`src/hdl/pctd_pkg.sv`:
```
`timescale 1ns / 1ps
// ----------------------------------------------------------------------------
// pctd_pkg
// Constants, widths and types of the prefix code tree decoder.
// ----------------------------------------------------------------------------
package pctd_pkg;

	localparam int MAX_NODES   = 512;
	localparam int STACK_DEPTH = 256;
	localparam int SYMBOL_BITS = 8;
	localparam int BYTE_W      = 8;

	localparam int NODE_W     = $clog2(MAX_NODES);
	localparam int NALLOC_W   = $clog2(MAX_NODES + 1);
	localparam int STK_AW     = $clog2(STACK_DEPTH);
	localparam int DEPTH_W    = $clog2(STACK_DEPTH + 1);
	localparam int LEAF_CNT_W = $clog2(SYMBOL_BITS + 1);
	localparam int BIT_IDX_W  = $clog2(BYTE_W);

	typedef struct packed {
		logic                   leaf;
		logic [SYMBOL_BITS-1:0] sym;
		logic [NODE_W-1:0]      left;
		logic [NODE_W-1:0]      right;
	} node_t;

	typedef enum logic [1:0] {
		ST_IDLE,
		ST_RUN,
		ST_TAIL,
		ST_FLUSH
	} state_t;

	typedef struct packed {
		logic              clear;
		logic              push;
		logic              pop;
		logic              fetch;
		logic [NODE_W-1:0] left;
	} stk_cmd_t;

	typedef struct packed {
		logic [NODE_W-1:0]  tos;
		logic [DEPTH_W-1:0] depth;
	} stk_stat_t;

	typedef struct packed {
		logic                   valid;
		logic                   flush;
		logic                   err;
		logic [SYMBOL_BITS-1:0] sym;
	} res_t;

endpackage

```
`src/hdl/pctd_stack.sv`:
```
`timescale 1ns / 1ps
// ----------------------------------------------------------------------------
// pctd_stack
// Pending node stack: top entry in a register, the rest in a synchronous
// memory; the entry below the top is fetched ahead of a pop.
// ----------------------------------------------------------------------------
module pctd_stack (
	input  logic                clk,
	input  logic                arst_n,
	input  pctd_pkg::stk_cmd_t  cmd,
	output pctd_pkg::stk_stat_t stat
);

	logic [pctd_pkg::NODE_W-1:0]  mem [pctd_pkg::STACK_DEPTH];
	logic [pctd_pkg::NODE_W-1:0]  rd_q;
	logic [pctd_pkg::NODE_W-1:0]  tos_q;
	logic [pctd_pkg::DEPTH_W-1:0] depth_q;
	logic [pctd_pkg::DEPTH_W-1:0] depth_m1;
	logic [pctd_pkg::DEPTH_W-1:0] depth_m2;

	assign depth_m1 = depth_q - pctd_pkg::DEPTH_W'(1);
	assign depth_m2 = depth_q - pctd_pkg::DEPTH_W'(2);

	always_ff @(posedge clk) begin
		if (cmd.push) begin
			mem[depth_m1[pctd_pkg::STK_AW-1:0]] <= cmd.left + pctd_pkg::NODE_W'(1);
		end
		if (cmd.fetch) begin
			rd_q <= mem[depth_m2[pctd_pkg::STK_AW-1:0]];
		end
	end

	always_ff @(posedge clk or negedge arst_n) begin
		if (!arst_n) begin
			tos_q   <= '0;
			depth_q <= pctd_pkg::DEPTH_W'(1);
		end else if (cmd.clear) begin
			tos_q   <= '0;
			depth_q <= pctd_pkg::DEPTH_W'(1);
		end else if (cmd.push) begin
			tos_q   <= cmd.left;
			depth_q <= depth_q + pctd_pkg::DEPTH_W'(1);
		end else if (cmd.pop) begin
			tos_q   <= rd_q;
			depth_q <= depth_m1;
		end
	end

	assign stat.tos   = tos_q;
	assign stat.depth = depth_q;

endmodule

```
`config.mk`:
```
export PLATFORM = sky130hd
export DESIGN_NAME = pctd_stack
export DESIGN_NICKNAME = d
export VERILOG_FILES = /design/src/hdl/pctd_pkg.sv /design/src/hdl/pctd_stack.sv
export SDC_FILE = /design/constraint.sdc
export NUM_CORES = 2
export LEC_CHECK = 0
export BUFFER_PORTS_ARGS = -buffer_cell sky130_fd_sc_hd__buf_4
export CORE_UTILIZATION = 66
export DETAILED_ROUTE_END_ITERATION = 10
export PLACE_DENSITY_LB_ADDON = 0.3
export SLEW_MARGIN = 20
export SYNTH_ARGS = -nofsm -noshare
export SYNTH_HDL_FRONTEND = slang
export SYNTH_SLANG_ARGS = --single-unit
```
`constraint.sdc`:
```
create_clock -name clk -period 11.4 [get_ports clk]
set_input_delay 0.57 -clock clk [delete_from_list [all_inputs] [get_ports clk]]
set_output_delay 0.57 -clock clk [all_outputs]
set_load 0.05 [all_outputs]
```
# ---- Word-level counts from Yosys, hierarchy flattened
# Memories as Yosys holds them, arrays and structs flattened. A register that Yosys moved wholly into a read port is not among the register bits.
# Cells that the tools add are included.
dict set report totals {
  regBits 18
  mem_bits_rw 2304
  out_inout_bits 18
  mem_count 1
}
dict set report classes {
  n_addsub 4
  n_mux 8
  reduce_logical 1
}
# name words width read_ports rd_ports_with_merged_regs write_ports line
set mem_list {}
lappend mem_list {mem 256 9 1 1 1 pctd_stack.sv:14} ;# logic [pctd_pkg::NODE_W-1:0] mem [pctd_pkg::STACK_DEPTH];
# op count
set ops {}
lappend ops {{two-way mux 9 bit} 6}
lappend ops {{adder 9 x 1 -> 9 bit (second input constant)} 2}
lappend ops {{subtractor 9 x 1 -> 9 bit (second input constant)} 1}
lappend ops {{subtractor 8 x 2 -> 8 bit (second input constant)} 1}
lappend ops {{nonzero test 3 bit} 1}
lappend ops {{two-way mux 1 bit} 2}

# ---- Longest topological paths before layout
dict set report depth {
  depth_word 4
  depth_mapped 15
  depth_no_buf 9
}

# ---- Least setup slack after synthesis
# No wires, ideal clock.
dict set report synth_path {
  path_kind {input to register}
  from {in cmd[2] (netlist bit)}
  to {mem mem[0][8] (netlist bit) (data pin)}
  setup_ns 1.658
  arrival_time_ns 8.251
  required_ns 9.742
  slack_ns 1.491
  stages 4
  path_buffers 0
  cell_sequence {and3_1 > and2_1 > nand4_1 > xnor2_1}
}
dict set report synth_between {
  elab_chain_cells 1
}
# item line
set synth_lines {}
lappend synth_lines {{start, declared} pctd_stack.sv:10} ;# input pctd_pkg::stk_cmd_t cmd,
lappend synth_lines {{adder 9 x 1 -> 9 bit} pctd_stack.sv:26} ;# mem[depth_m1[pctd_pkg::STK_AW-1:0]] <= cmd.left + pctd_pkg::NODE_W'(1);
lappend synth_lines {{end, declared} pctd_stack.sv:14}
# No other way between the ends.

# ---- Worst setup path after layout
dict set report layout_path {
  from {reg depth_q[1] (netlist bit)}
  to {reg rd_q[6] (netlist bit) (read register of mem) (data pin)}
}
dict set report layout_between {
  elab_chain_cells 1
}
# item line
set layout_lines {}
lappend layout_lines {{start, declared} pctd_stack.sv:17} ;# logic [pctd_pkg::DEPTH_W-1:0] depth_q;
lappend layout_lines {{start signal, assigned} pctd_stack.sv:36} ;# depth_q <= pctd_pkg::DEPTH_W'(1);
lappend layout_lines {{start signal, assigned} pctd_stack.sv:39} ;# depth_q <= pctd_pkg::DEPTH_W'(1);
lappend layout_lines {{start signal, assigned} pctd_stack.sv:42} ;# depth_q <= depth_q + pctd_pkg::DEPTH_W'(1);
lappend layout_lines {{subtractor 8 x 2 -> 8 bit} pctd_stack.sv:22} ;# assign depth_m2 = depth_q - pctd_pkg::DEPTH_W'(2);
lappend layout_lines {{end, declared} pctd_stack.sv:15} ;# logic [pctd_pkg::NODE_W-1:0] rd_q;
# No other way between the ends.
# A chain may end at the register's enable or synchronous reset.

==> results.json <==
{
  "total_power_mw": 19.3,
  "detailedRoute.firstIterationViolations": 7238,
  "synth_top_cell_by_area": "edfxtp_1",
  "power_leakage_nw": 31.0,
  "clock_path_buffers": 3,
  "post-route-period-util_pct": 54.2,
  "row_count": 135,
  "clk_pin_slew_worst_paths_ns": 0.07,
  "worst_slew_pin_slew_ns": 1.37,
  "area.growth.synth_to_final_pct": 10.2,
  "synth_fp_nets": 4207,
  "timing.slew.headroom_pct": 8.51,
  "r2r.worst_path.cells": 10,
  "post_cts_hold_buffer_count": 7,
  "pwr_density_cell_mw_per_mm2": 194,
  "crit_path_end_kind": "flip-flop",
  "grt_pass1_vias": 45473,
  "setup_failing_eps_final": 0,
  "timing.setup.tns_ns": 0,
  "grt_setup_unrepaired": "no",
  "post_synth_inst_count": 4183,
  "totalWireLength_um": 225000,
  "synth_async_sr_flop_share_pct": 0.772,
  "global_route.usage.total_pct": 33.1,
  "clk-insertion-delay-late_ns": 0.87,
  "finalWorstPathRequiredPeriod_ns": 6.17,
  "hpwlAfterDp_um": 122000,
  "finalNonFillerCells": 6225,
  "ctsHtreeMaxLevel": 4,
  "max-cap-violations": 0,
  "num_vias": 45695,
  "timing.reg2reg.setup_slack_ns": 5.23,
  "worst_ep_arrival_time_ns": 6.86,
  "globalRoute.totalOverflow": 0,
  "design.portCount": 33,
  "critPathRequiredTime_ns": 12.09,
  "postSynthAreaPerCell_sq_um": 21.7,
  "fp.dieW_um": 372,
  "share_of_the_yosys_chip_area_belonging_to_registers_pct": 77.2,
  "yosys.cell_count.top_type": "edfxtp_1",
  "status": "complete, no violations",
  "numClockSinks": 2331,
  "proportion_of_netlist_area_held_by_the_largest_area_contributor_pct": 76.7,
  "post-cts-setup-buffer-count": 0,
  "synth_warnings": 0,
  "grt_antenna_before_repair": 6,
  "num-nets-final": 4281,
  "hold_viol_final": 0,
  "synthTopCellsByArea": "edfxtp_1, mux4_2, nor2_1",
  "drt-vias-per-instance": 7.34,
  "power.ir.vdd_worst_v": 0.000165,
  "fin_skew_ns": 0.0370,
  "synthTopCellsByCount": "edfxtp_1, mux4_2, nor2_1",
  "worstHoldPathType": "in -> reg",
  "dpl.cell_count": 5812,
  "synth_edf_count": 2313,
  "clock_tree.root_cell": "clkbuf_16",
  "critical_path.max_fanout": 52,
  "synth_top_flop_cell": "edfxtp_1",
  "core_sq_mm": 0.136,
  "grt_max_degree": 237,
  "worst_setup_path_start_kind": "flip-flop",
  "cts-buffers-inserted": 215,
  "die_y_um": 372,
  "drtPass1Iterations": 6,
  "post_route_cells_drive_above_1_share_pct": 23.8,
  "critical_path_class": "reg -> reg",
  "yosys_register_bits": 2331,
  "min_path_cells": 1,
  "global_route_wire_length_before_repair_um": 322000,
  "cts_tree": "built",
  "post_cts_resized": 0,
  "port-buffer-count": 32,
  "route.antenna.remaining_nets": 0,
  "synth.distinct_cells": 68,
  "route.detailed.drc": 0,
  "drv_slew": 0,
  "start_util_pct": 66.7,
  "max_freq_mhz": 162,
  "design.die.area_sq_mm": 0.139,
  "place_congestion": 0.861,
  "route.detailed.wl_per_inst_um": 36.2,
  "synth_area_sq_mm": 0.0906
}
## cells by family (layout without fill, tap and decap cells)
kind of cell	Yosys count	in the layout	synth area share (%)
buffers and inverters	262	519	1.46
other	0	4	0
XOR/XNOR	27	27	0.269
multiplexers	660	660	15.3
AO/OA/AOI/OAI	344	344	2.89
AND/OR/NAND/NOR	550	550	2.79
flip-flops	2331	2331	77.2
adder cells (fa/ha/maj)	9	9	0.124
## where the power goes
part	total, mW	switching (mW)	internal [mW]	leakage, nW
clock	7.29	3.18	4.10	3.45
sequential	9.64	0.0690	9.57	21.0
combinational	2.42	1.63	0.783	6.54
## per-layer routing
layer	track usage [%]	share of wire [%]	vias up
li1	-	-	17786
met1	46.8	35	23748
met2	50.8	48	3553
met3	7.73	12	594
met4	13.6	4.7	14
met5	0	0.042	-
## stage by stage
| step | setup slack [ns] | util (%) | instance area (sq um) | hold WS [ns] |
|---|---|---|---|---|
| finish | 5.23 | 73.5 | 99900 | 0.0929 |
| global placement | 5.27 | 68.2 | 92600 | 0.522 |
| floorplan | 1.49 | - | 90600 | 0.274 |
| CTS | 5.40 | 73.5 | 99800 | 0.0185 |
| global route | 5.07 | 73.5 | 99800 | 0.0648 |
| detailed placement | 5.47 | 68.2 | 92600 | 0.522 |
## worst paths after layout
kind | start | end
max | depth_q[1] | rd_q[6]
min | cmd[9] | rd_q[1]
max reg2reg | depth_q[1] | rd_q[6]
min reg2reg | tos_q[4] | tos_q[4]
max in group asynchronous | arst_n | depth_q[1]
min in group asynchronous | arst_n | depth_q[8]
## worst max-delay path, stage by stage, from the launching register on
cell and delay (ns):
dfrtp_4 0.96, inv_1 0.35, ha_4 0.86, inv_1 0.55, nor3_4 0.33, buf_4 0.56
a22o_1 0.33, a2111oi_0 0.12, a2111oi_1 1.02, nand4_1 0.54, nor3_2 0.28
## sequential cells by signal (all words and copies together), names as in the netlist
| register | count |
|---|---|
| tos_q | 9 |
| rd_q | 9 |
| depth_q | 9 |
| mem | 2304 |
## area by class of cell
cell class	instances	area (sq um)
inverter	14	60.1
timing repair buffer	105	960
sequential	2331	69900
clock buffer	259	5610
clock inverter	141	1460
tap	1781	2230
fill	7154	35900
multi-input combinational	1590	19600
antenna	4	10.0
## placed cells by master (no fill, tap or decap), types with 6 or more instances in the layout
cell              n
edfxtp_1       2313
mux4_2          579
nor2_1          305
clkbuf_16       218
buf_4            85
nand2_1          80
mux2i_1          75
a22oi_1          70
clkinv_1         52
a22o_1           51
nand3_1          45
clkinv_2         42
clkbuf_1         41
and3_1           38
a31oi_1          37
a21oi_1          33
o21ai_0          26
bufinv_16        26
o221ai_1         24
a2111oi_0        19
nand3_2          16
dfrtp_1          16
nand4_1          15
o22ai_1          14
a2111oi_1        14
inv_1            13
a221oi_1         12
a211oi_1          9
xnor2_1           9
buf_12            9
xnor2_2           7
nor3_1            7
a2111oi_2         7
xor2_1            7
ha_1              7
dlygate4sd3_1     7
o32ai_1           6
a311oi_1          6
mux2_2            6
clkinvlp_4        6
No activity file was read; power rests on OpenSTA's default activity.
