==> config.mk <==
export PLATFORM = sky130hd
export DESIGN_NAME = pctd_res
export DESIGN_NICKNAME = d
export VERILOG_FILES = /design/src/hdl/pctd_pkg.sv /design/src/hdl/pctd_res.sv
export SDC_FILE = /design/constraint.sdc
export NUM_CORES = 1
export LEC_CHECK = 0
export BUFFER_PORTS_ARGS = -buffer_cell sky130_fd_sc_hd__buf_2
export CAP_MARGIN = 20
export CORE_AREA = 3 3 42 44
export DETAILED_ROUTE_END_ITERATION = 10
export DIE_AREA = 0 0 45 47
export GPL_ROUTABILITY_DRIVEN = 0
export MAX_ROUTING_LAYER = met4
export PLACE_DENSITY = 0.78
export SYNTH_ARGS = -nofsm -noshare
export SYNTH_HDL_FRONTEND = slang
export SYNTH_SLANG_ARGS = --single-unit
==> constraint.sdc <==
create_clock -name clk -period 4.6 [get_ports clk]
set_clock_uncertainty 0.15 [all_clocks]
set_input_delay 0.46 -clock clk [delete_from_list [all_inputs] [get_ports clk]]
set_output_delay 0.46 -clock clk [all_outputs]
set_load 0.02 [all_outputs]
==> src/hdl/pctd_pkg.sv <==
`timescale 1ns / 1ps
// ----------------------------------------------------------------------------
// pctd_pkg
// Constants, widths and types of the prefix code tree decoder.
// ----------------------------------------------------------------------------
package pctd_pkg;

	localparam int MAX_NODES   = 512;
	localparam int STACK_DEPTH = 256;
	localparam int SYMBOL_BITS = 8;
	localparam int BYTE_W      = 8;

	localparam int NODE_W     = $clog2(MAX_NODES);
	localparam int NALLOC_W   = $clog2(MAX_NODES + 1);
	localparam int STK_AW     = $clog2(STACK_DEPTH);
	localparam int DEPTH_W    = $clog2(STACK_DEPTH + 1);
	localparam int LEAF_CNT_W = $clog2(SYMBOL_BITS + 1);
	localparam int BIT_IDX_W  = $clog2(BYTE_W);

	typedef struct packed {
		logic                   leaf;
		logic [SYMBOL_BITS-1:0] sym;
		logic [NODE_W-1:0]      left;
		logic [NODE_W-1:0]      right;
	} node_t;

	typedef enum logic [1:0] {
		ST_IDLE,
		ST_RUN,
		ST_TAIL,
		ST_FLUSH
	} state_t;

	typedef struct packed {
		logic              clear;
		logic              push;
		logic              pop;
		logic              fetch;
		logic [NODE_W-1:0] left;
	} stk_cmd_t;

	typedef struct packed {
		logic [NODE_W-1:0]  tos;
		logic [DEPTH_W-1:0] depth;
	} stk_stat_t;

	typedef struct packed {
		logic                   valid;
		logic                   flush;
		logic                   err;
		logic [SYMBOL_BITS-1:0] sym;
	} res_t;

endpackage

==> src/hdl/pctd_res.sv <==
`timescale 1ns / 1ps
// ----------------------------------------------------------------------------
// pctd_res
// Result hold stage and output register; marks the final word of each
// input byte once the byte is known to be finished.
// ----------------------------------------------------------------------------
module pctd_res (
	input  logic                                 clk,
	input  logic                                 arst_n,
	input  pctd_pkg::res_t                       res,
	output logic                                 can_take,
	output logic                                 out_valid,
	input  logic                                 out_ready,
	output logic [pctd_pkg::SYMBOL_BITS-1:0]     symbol,
	output logic                                 last_in_run,
	output logic                                 error
);

	logic                             h_v_q;
	logic                             h_err_q;
	logic [pctd_pkg::SYMBOL_BITS-1:0] h_sym_q;
	logic                             o_v_q;
	logic                             o_err_q;
	logic                             o_last_q;
	logic [pctd_pkg::SYMBOL_BITS-1:0] o_sym_q;
	logic                             o_free;
	logic                             move;
	logic                             take;

	assign o_free   = !o_v_q || out_ready;
	assign can_take = !h_v_q || o_free;
	assign move     = h_v_q && o_free && (res.valid || res.flush);
	assign take     = res.valid && can_take;

	always_ff @(posedge clk or negedge arst_n) begin
		if (!arst_n) begin
			h_v_q <= 1'b0;
			o_v_q <= 1'b0;
		end else begin
			if (take) begin
				h_v_q <= 1'b1;
			end else if (move) begin
				h_v_q <= 1'b0;
			end
			if (move) begin
				o_v_q <= 1'b1;
			end else if (out_ready) begin
				o_v_q <= 1'b0;
			end
		end
	end

	always_ff @(posedge clk) begin
		if (move) begin
			o_sym_q  <= h_sym_q;
			o_err_q  <= h_err_q;
			o_last_q <= res.flush;
		end
		if (take) begin
			h_sym_q <= res.sym;
			h_err_q <= res.err;
		end
	end

	assign out_valid   = o_v_q;
	assign symbol      = o_sym_q;
	assign last_in_run = o_last_q;
	assign error       = o_err_q;

endmodule

# == Word-level counts from Yosys, hierarchy flattened ==
# Index checks and enable logic that the tools add are counted.
# op_classes
n_mux,4
n_reduce_logical,10
# ops
op,n
$mux W1,4
$reduce_bool A2 Y1,2
$logic_and A1 B1 Y1,3
$logic_or A1 B1 Y1,3
$logic_not A1 Y1,2
# word_totals
register_bits,21
inputBits,14
out_inout_bits,12
wordCells,21

# == Depth between registers and ports, before layout ==
# Gate-level depths: netlist of run 1.
# logic_depth
depth_word,6
depth_mapped,2
ltp_nobuf,2

# == Worst setup path after synthesis of run 1 ==
# No wires, ideal clock.
# synth_timing
kind,flip-flop to flip-flop
start,register o_v_q (netlist: out_valid)
end,register h_err_q (enable)
t_arrival_ns,1.152
path_slack_ns,2.920
stages_incl_launch_ff,3
cell_sequence,dfrtp_1 nor2b_4 a21oi_1
# synth_between
elab_chain_len,4
# synth_rtl
item,line,text
"start, declared",pctd_res.sv:22,logic o_v_q;
"start signal, assigned",pctd_res.sv:38,o_v_q <= 1'b0;
"start signal, assigned",pctd_res.sv:46,o_v_q <= 1'b1;
"start signal, assigned",pctd_res.sv:48,o_v_q <= 1'b0;
$logic_not A1 Y1,pctd_res.sv:30,assign o_free = !o_v_q || out_ready;
$logic_or A1 B1 Y1,pctd_res.sv:30,
$logic_or A1 B1 Y1,pctd_res.sv:31,assign can_take = !h_v_q || o_free;
$logic_and A1 B1 Y1,pctd_res.sv:33,assign take = res.valid && can_take;
named net take,pctd_res.sv:28,logic take;
"end signal, assigned",pctd_res.sv:61,h_err_q <= res.err;
"end, declared",pctd_res.sv:20,logic h_err_q;
# The timed path passes the listed nets, and every way through them passes these cells.
# A chain may end at the register's enable or synchronous reset.

# == Worst setup path in the final report of run 1 ==
# Same ends and word-level chain as after synthesis.

==> results of run 1 <==
[layer usage]
layer	share of wire (%)	up-vias	global-route usage (%)
met1	40	176	11.99
met2	51	14	14.12
li1	-	176	-
met3	8.4	2	2.682
met4	0.65	0	6.433
met5	0	-	-
[sequential cells by signal (all words and copies together) (netlist names)]
register / count
error: 1
h_err_q: 1
h_sym_q: 8
h_v_q: 1
last_in_run: 1
out_valid: 1
symbol: 8
[per-stage QoR]
stage / hold WS [ps] / total power, mW
after CTS: 179.8 / 0.3627
after detailed placement: 96.12 / 0.2819
after global placement: 94.68 / 0.2799
after global routing: 169.4 / 0.3739
after floorplan: 14.41 / 0.2630
final: 192.2 / 0.3571
[area by class of cell]
cell class | count | share of cell area, %
Inverter | 1 | 0.4267
Clock buffer | 4 | 2.987
Sequential cell | 21 | 70.55
Tap cell | 16 | 2.276
Timing Repair Buffer | 26 | 15.36
Multi-Input combinational cell | 9 | 8.393
[kinds of logic after synthesis]
family          after synthesis  share of synthesized area, %
compound gates                3                         4.479
flops                        21                         88.89
buf+inv                       1                        0.5371
simple gates                  6                         6.093
[worst max-delay path, stage by stage, from the launching register on]
cell and delay [ps]:
dfrtp_1 430, nor2b_4 150, a21oi_1 660
[power by group]
part           internal (mW)  switching (mW)  total (mW)
logic                 0.0158          0.0288      0.0446
registers              0.228         0.00503       0.233
clock network         0.0336          0.0460      0.0796
[cells in the mapped netlist]
master,instances
nor2_1,2
edfxtp_1,19
nand2b_4,1
dfrtp_1,2
nand2_1,2
o21ai_0,1
inv_1,1
a21oi_1,1
a31oi_4,1
nor2b_4,1
[timing repair]
| action | 4_1_cts | 5_1_grt |
|---|---|---|
| hold endpoints to repair | 2 | 0 |
| endpoints found under the setup margin | 0 | 0 |
| hold buffers | 1 | 0 |
[path summary, 6_finish.rpt]
check                      startpoint          to  cells past startpoint
setup / recovery            out_valid     h_err_q                      2
hold / removal                 res[2]  h_sym_q[2]                      1
setup reg to reg            out_valid     h_err_q                      2
hold reg to reg               h_err_q       error                      0
max in group asynchronous      arst_n   out_valid                      2
min in group asynchronous      arst_n       h_v_q                      2
==> flow_metrics.tcl, run 1 <==
set metrics [dict create \
    cts-resized-gates 0 \
    rsz0062_at_grt "no" \
    yosysTopAreaCellShare_pct 81.72 \
    synthTopCellsByArea "edfxtp_1, dfrtp_1, a31oi_4, nand2b_4, nor2b_4" \
    core_sq_mm 0.001471 \
    grt_pass1_wl_um 1352 \
    hold_viol_final 0 \
    post_cts_buffers 0 \
    fill_cells 110 \
    final_cells 77 \
    slew_viol_final 0 \
    register_area_sq_um 620.6 \
    grt-ovfl-total 0 \
    slew_headroom_pct 44.98 \
    drc 0 \
    drtIter0Drc 5 \
    die_y_um 47 \
    cts.sinks 21 \
    multiInputGateArea_sq_um 73.82 \
    tightestPinTransition_ps 825.3 \
    yosysUniqueCellTypes 10 \
    cts_buffers 3 \
    post_drt_wl_per_cell_um 12.08 \
    fin_setup_tns_ps 0 \
    cp_max_fo 9 \
    finalSetupViolations 0 \
    final.period_utilization_pct 38.22 \
    vias_per_cell 4.779 \
    fin_ws_ps 2842 \
    drtAntennaViolNets 0 \
    die_x_um 45 \
    vias 368 \
    diodes 0 \
    io_pins 26 \
    fmax_mhz 568.7 \
    synth.yosys.warnings 0 \
    endpoint_kind "flip-flop" \
    clk_transition_reported_paths_ps 100 \
    grt_pass1_vias 308 \
    fin_area_sq_um 879.6 \
    ctsHtreeMaxLevel 1 \
    antenna_found_initial 0 \
    layout.nets 76 \
    hold_path.class "input port to flip-flop" \
    dpl.hpwl_um 725.7 \
    critPathLaunchType "flip-flop" \
    power_density_mw_per_mm2 406.0 \
    p_leak_nw 0.3570 \
    syn_area_sq_um 698.2 \
    initial_core_util_pct 47.45 \
    rows 14 \
    pre_cts_slack_ps 2743 \
    grtUsageTotal_pct 9.762 \
    crit_arrival_ps 1530 \
    post-route-util_pct 59.78 \
    placed_area_sq_um 843.3 \
    synth_nets 45 \
    wl_um 930 \
    cts_buffer_depth 2 \
    outcome "completed" \
    synthToLayoutAreaGrowth_pct 25.99 \
    synthCells 31 \
    required_ps 4370 \
    r2r_slack_ps 2840 \
    die_area_sq_mm 0.002115 \
    path_class "flip-flop to flip-flop" \
    synth_largest_area_cell "edfxtp_1" \
    cts_tree "done" \
    clock-root-buffer "clkbuf_4" \
    clkLatencyLatePin_ps 280 \
    drive_above_1_share_pct 50.82 \
    layout_commonest_cell "buf_2" \
    syn_area_per_cell_sq_um 22.52 \
    layout_common_cells "buf_2, edfxtp_1, clkbuf_4" \
    period_needed_ps 1758 \
    ys_seq_area_share_pct 88.89 \
    max-cap-violations 0 \
    place_inst 72 \
    ys_ff_latch 21 \
    grt_max_degree 12 \
    first_pass_iters 4 \
    vdd_drop_max_v 0.0002751 \
    port_buffers 25 \
]
(Power assumes the default switching activity.)
==> inputs of run 2 (changes only) <==
--- a/config.mk
+++ b/config.mk
@@ -7,12 +7,12 @@
 export LEC_CHECK = 0
 export BUFFER_PORTS_ARGS = -buffer_cell sky130_fd_sc_hd__buf_2
 export CAP_MARGIN = 20
-export CORE_AREA = 3 3 42 44
+export CORE_AREA = 3 3 44 46
 export DETAILED_ROUTE_END_ITERATION = 10
-export DIE_AREA = 0 0 45 47
+export DIE_AREA = 0 0 47 49
 export GPL_ROUTABILITY_DRIVEN = 0
 export MAX_ROUTING_LAYER = met4
-export PLACE_DENSITY = 0.78
+export PLACE_DENSITY = 0.72
 export SYNTH_ARGS = -nofsm -noshare
 export SYNTH_HDL_FRONTEND = slang
 export SYNTH_SLANG_ARGS = --single-unit
==> constraint.sdc (replaced) <==
create_clock -name clk -period 1.7 [get_ports clk]
set_clock_uncertainty 0.15 [all_clocks]
set_input_delay 0.17 -clock clk [delete_from_list [all_inputs] [get_ports clk]]
set_output_delay 0.17 -clock clk [all_outputs]
set_load 0.02 [all_outputs]
==> run 2 against run 1 <==
Effect of this change:
- critical path depth rose by 1
- power grew to 2.9 times the previous value
- worst setup slack worse by 2600 ps
- non-clock buffer count is 12 higher
- wire length grew 23%
- die area is 8.9% higher
- register-to-register slack lost 2500 ps
- sequential power rose to 2.7 times the previous value
- sequential cell count unchanged
- via count increased by 6.8%
- clock-buffer cell count is 1 lower
==> flow_metrics.tcl, run 2 (synthesis gave the netlist of run 1 again) <==
set metrics [dict create \
    max-cap-violations 0 \
    pre_cts_slack_ps 379.7 \
    core_sq_mm 0.001541 \
    die_area_sq_mm 0.002303 \
    crit_arrival_ps 1110 \
    first_pass_iters 4 \
    fin_setup_tns_ps 0 \
    layout_commonest_cell "buf_2" \
    p_total_mw 1.018 \
    critPathLaunchType "flip-flop" \
    drc 0 \
    synthToLayoutAreaGrowth_pct 43.01 \
    hold_path.class "input port to flip-flop" \
    required_ps 1380 \
    rows 14 \
    cts.sinks 21 \
    die_x_um 47 \
    endpoint_kind "output port" \
    drtIter0Drc 5 \
    rsz0062_at_grt "no" \
    fin_ws_ps 271.0 \
    diodes 0 \
    slew_viol_final 0 \
    layout.nets 88 \
    ctsHtreeMaxLevel 1 \
    final.period_utilization_pct 84.06 \
    clkLatencyLatePin_ps 300 \
    grt_pass1_vias 407 \
    vias_per_cell 4.416 \
    antenna_found_initial 0 \
    slew_headroom_pct 84.81 \
    period_needed_ps 1429 \
    vdd_drop_max_v 0.0005225 \
    initial_core_util_pct 45.29 \
    wl_um 1141 \
    cp_max_fo 3 \
    drive_above_1_share_pct 46.58 \
    p_leak_nw 0.4077 \
    clock-root-buffer "clkbuf_4" \
    drtAntennaViolNets 0 \
    vias 393 \
    io_pins 26 \
    cts_tree "done" \
    grt_pass1_wl_um 1904 \
    grt-ovfl-total 0 \
    clk_transition_reported_paths_ps 120 \
    grtUsageTotal_pct 12.25 \
    fmax_mhz 699.8 \
    die_y_um 49 \
    outcome "completed" \
    r2r-start "out_valid" \
    min-delay-start "res[10]" \
    grt_max_degree 14 \
    power_density_mw_per_mm2 1019 \
    cts_buffers 3 \
    cts_buffer_depth 2 \
    layout_common_cells "buf_2, edfxtp_1, dlygate4sd3_1" \
    hold_viol_final 0 \
    tightestPinTransition_ps 225.5 \
    post_drt_wl_per_cell_um 12.82 \
    finalSetupViolations 0 \
    crit_start "out_valid" \
    path_class "flip-flop to output port" \
    port_buffers 25 \
]
## run 2: final cells by class
class / instances / area [sq um]
Multi-Input combinational cell: 9 / 73.82
Clock inverter: 1 / 7.507
Timing Repair Buffer: 38 / 250.2
Fill cell: 105 / 543.0
Sequential cell: 21 / 620.6
Inverter: 1 / 3.754
Tap cell: 16 / 20.02
Clock buffer: 3 / 22.52
## run 2: per-layer routing
metal	GRT usage [%]	part of all wire, %	up-vias
met2	17.65	44	19
li1	-	-	199
met1	15.89	45	173
met3	4.428	9.3	2
met4	4.147	1.2	0
met5	-	0	-
## run 2: path summary, 6_finish.rpt
| check | end | slack (ps) | cells after the start |
|---|---|---|---|
| min reg2reg | symbol[7] | 280 | 0 |
| max in group asynchronous | out_valid | 1260 | 2 |
| min in group asynchronous | h_v_q | 50 | 2 |
| max reg2reg | h_sym_q[0] | 370 | 3 |
| max | can_take | 270 | 3 |
| min | out_valid | 20 | 3 |
## run 2: worst max-delay path, cell delays in order (launching register included)
cell,delay (ps)
dfrtp_1,420
nor2b_4,180
nand2_1,50
buf_2,160
## run 2: what timing repair did
action                                 CTS  global route
setup buffers                            0             0
hold buffers                            11             0
endpoints found under the hold margin   13             0
gates resized for setup                  0             0
## run 2: stage by stage
step | hold WS [ps] | instances | util, % | cell area, sq um
3_5_place_dp | -191.9 | 74 | 55.68 | 858.3
3_3_place_gp | -188.4 | 74 | 55.68 | 858.3
5_1_grt | 35.71 | 89 | 64.77 | 998.5
4_1_cts | 10.27 | 89 | 64.77 | 998.5
6_report | 19.20 | 89 | 64.77 | 998.5
2_1_floorplan | -275.6 | 31 | - | 698.2
## run 2: where the power goes
group / internal (mW) / total [mW] / switching (mW)
Clock: 0.0895 / 0.242 / 0.152
Combinational: 0.0641 / 0.147 / 0.0824
Sequential: 0.616 / 0.629 / 0.0138
==> inputs of run 3 (changes only) <==
==> constraint.sdc (replaced) <==
create_clock -name clk -period 1.35 [get_ports clk]
set_clock_uncertainty 0.15 [all_clocks]
set_input_delay 0.135 -clock clk [delete_from_list [all_inputs] [get_ports clk]]
set_output_delay 0.135 -clock clk [all_outputs]
set_load 0.02 [all_outputs]
==> run 3 against run 2 <==
Effect of this change:
- the flow now finishes with violations (setup timing)
- non-clock buffer count increased by 3
- cell count rose by 3.4%
- die area stayed put
- power is 27% higher
- critical endpoint unchanged
==> flow_metrics.tcl, run 3 (synthesis gave the netlist of run 1 again) <==
set metrics [dict create \
    outcome "finished with violations" \
    violations "setup timing" \
    grtUsageTotal_pct 11.20 \
    max-cap-violations 0 \
    final_cells 92 \
    fin_ws_ps -41.31 \
    first_pass_iters 3 \
    io_pins 26 \
    p_sw_mw 0.3075 \
    power_density_mw_per_mm2 1219 \
    power.internal_mw 0.9901 \
    cts_buffers 3 \
    cts.sinks 21 \
    clkLatencyLatePin_ps 290 \
    path_class "flip-flop to output port" \
    placed_area_sq_um 878.3 \
    cts_buffer_depth 2 \
    layout.nets 91 \
    finalSetupViolations 1 \
    ff2ff_path_depth 3 \
    final.period_utilization_pct 103.1 \
    fin_area_sq_mm 0.001065 \
    tightestPinTransition_ps 285.9 \
    drc 0 \
    hold_viol_final 0 \
    wl_um 1225 \
    rows 14 \
    fmax_mhz 718.7 \
    synthToLayoutAreaGrowth_pct 52.51 \
    p_clk_share_pct 21.7 \
    period_needed_ps 1391 \
    min_path_cells 3 \
    cts_tree "done" \
    ctsHtreeMaxLevel 1 \
    clk_transition_reported_paths_ps 100 \
    initial_core_util_pct 45.29 \
    place_inst 74 \
    grt_pass1_wl_um 1752 \
    layout_common_cells "buf_2, edfxtp_1, dlygate4sd3_1" \
    rsz0062_at_grt "yes" \
    port_buffers 25 \
    clock-root-buffer "clkbuf_4" \
    die_y_um 49 \
    grt-ovfl-total 0 \
    whs_ps 32.98 \
    slew_headroom_pct 80.82 \
    antenna_found_initial 0 \
    required_ps 1070 \
    drtIter0Drc 9 \
    p_leak_nw 0.4333 \
    diodes 0 \
    grt_max_degree 13 \
    drtAntennaViolNets 0 \
    vias_per_cell 4.685 \
    critPathLaunchType "flip-flop" \
    layout_commonest_cell "buf_2" \
    core_sq_mm 0.001541 \
    slew_viol_final 0 \
    vdd_drop_max_v 0.0007532 \
    p_total_mw 1.298 \
    drive_above_1_share_pct 51.32 \
    grt_pass1_vias 413 \
    fill_cells 106 \
    die_x_um 47 \
    fin_setup_tns_ps -41.31 \
    endpoint_kind "output port" \
    crit_arrival_ps 1110 \
    cp_max_fo 3 \
    die_area_sq_mm 0.002303 \
    post_drt_wl_per_cell_um 13.32 \
    sw_frac_of_total_pct 23.70 \
    seq_power_share_pct 61.0 \
    vias 431 \
    pwr-share-comb_pct 17.3 \
    hold_path.class "input port to flip-flop" \
]
## run 3: cell count changes in the layout (fill, tap and decap cells not counted), sizes merged
cell / before / now
buf: 27 / 28
clkinv: 0 / 1
clkinvlp: 1 / 0
dlygate4sd3: 11 / 13
## run 3: layer usage
layer,track usage (%),part of all wire (%),up-vias
met5,-,0,-
met4,5.530,0.57,0
met3,2.583,6.1,2
met2,16.97,55,18
met1,13.69,38,203
li1,-,-,208
## run 3: area by class of cell
cell class,count,area [sq um],area share (%)
repair buffers,41,296.5,27.85
inverters,1,3.754,0.3525
flip-flops and latches,21,621.8,58.40
clock inverters,1,5.005,0.4700
well taps,16,20.02,1.880
multi-input cells,9,95.09,8.931
clock buffers,3,22.52,2.115
## run 3: per-stage QoR
| stage | setup WS, ps | util, % |
|---|---|---|
| global placement | 71.08 | 56.98 |
| floorplan | 22.05 | - |
| detailed placement | 43.97 | 56.98 |
| global route | -103.3 | 69.07 |
| finish | -41.31 | 69.07 |
| CTS | -36.13 | 66.96 |
## run 3: power by group through the flow
stage,Combinational [mW],Clock (mW),Sequential (mW)
6_report,0.225,0.282,0.791
5_1_grt,0.240,0.323,0.796
4_1_cts,0.209,0.297,0.790
3_5_place_dp,0.177,0,0.805
3_3_place_gp,0.175,0,0.803
2_1_floorplan,0.0583,0,0.850
## run 3: worst paths after layout
kind                             from    endpoint  slack, ps
setup / recovery            out_valid    can_take        -40
hold / removal                res[10]   out_valid         30
setup reg to reg                h_v_q  h_sym_q[7]         50
hold reg to reg            h_sym_q[4]   symbol[4]        280
max in group asynchronous      arst_n   out_valid        320
min in group asynchronous      arst_n       h_v_q        580
## run 3: worst max-delay path, cell delays in order (launching register included)
cell	delay [ps]
dfrtp_2	370
nor2b_4	230
nand2_2	80
buf_6	130
## run 3: timing repair
action | CTS | global route
gates resized for setup | 2 | 2
hold buffers | 12 | 1
hold endpoints to repair | 13 | 1
setup buffers | 0 | 1
pin swaps | 0 | 1
endpoints found under the setup margin | 1 | 20
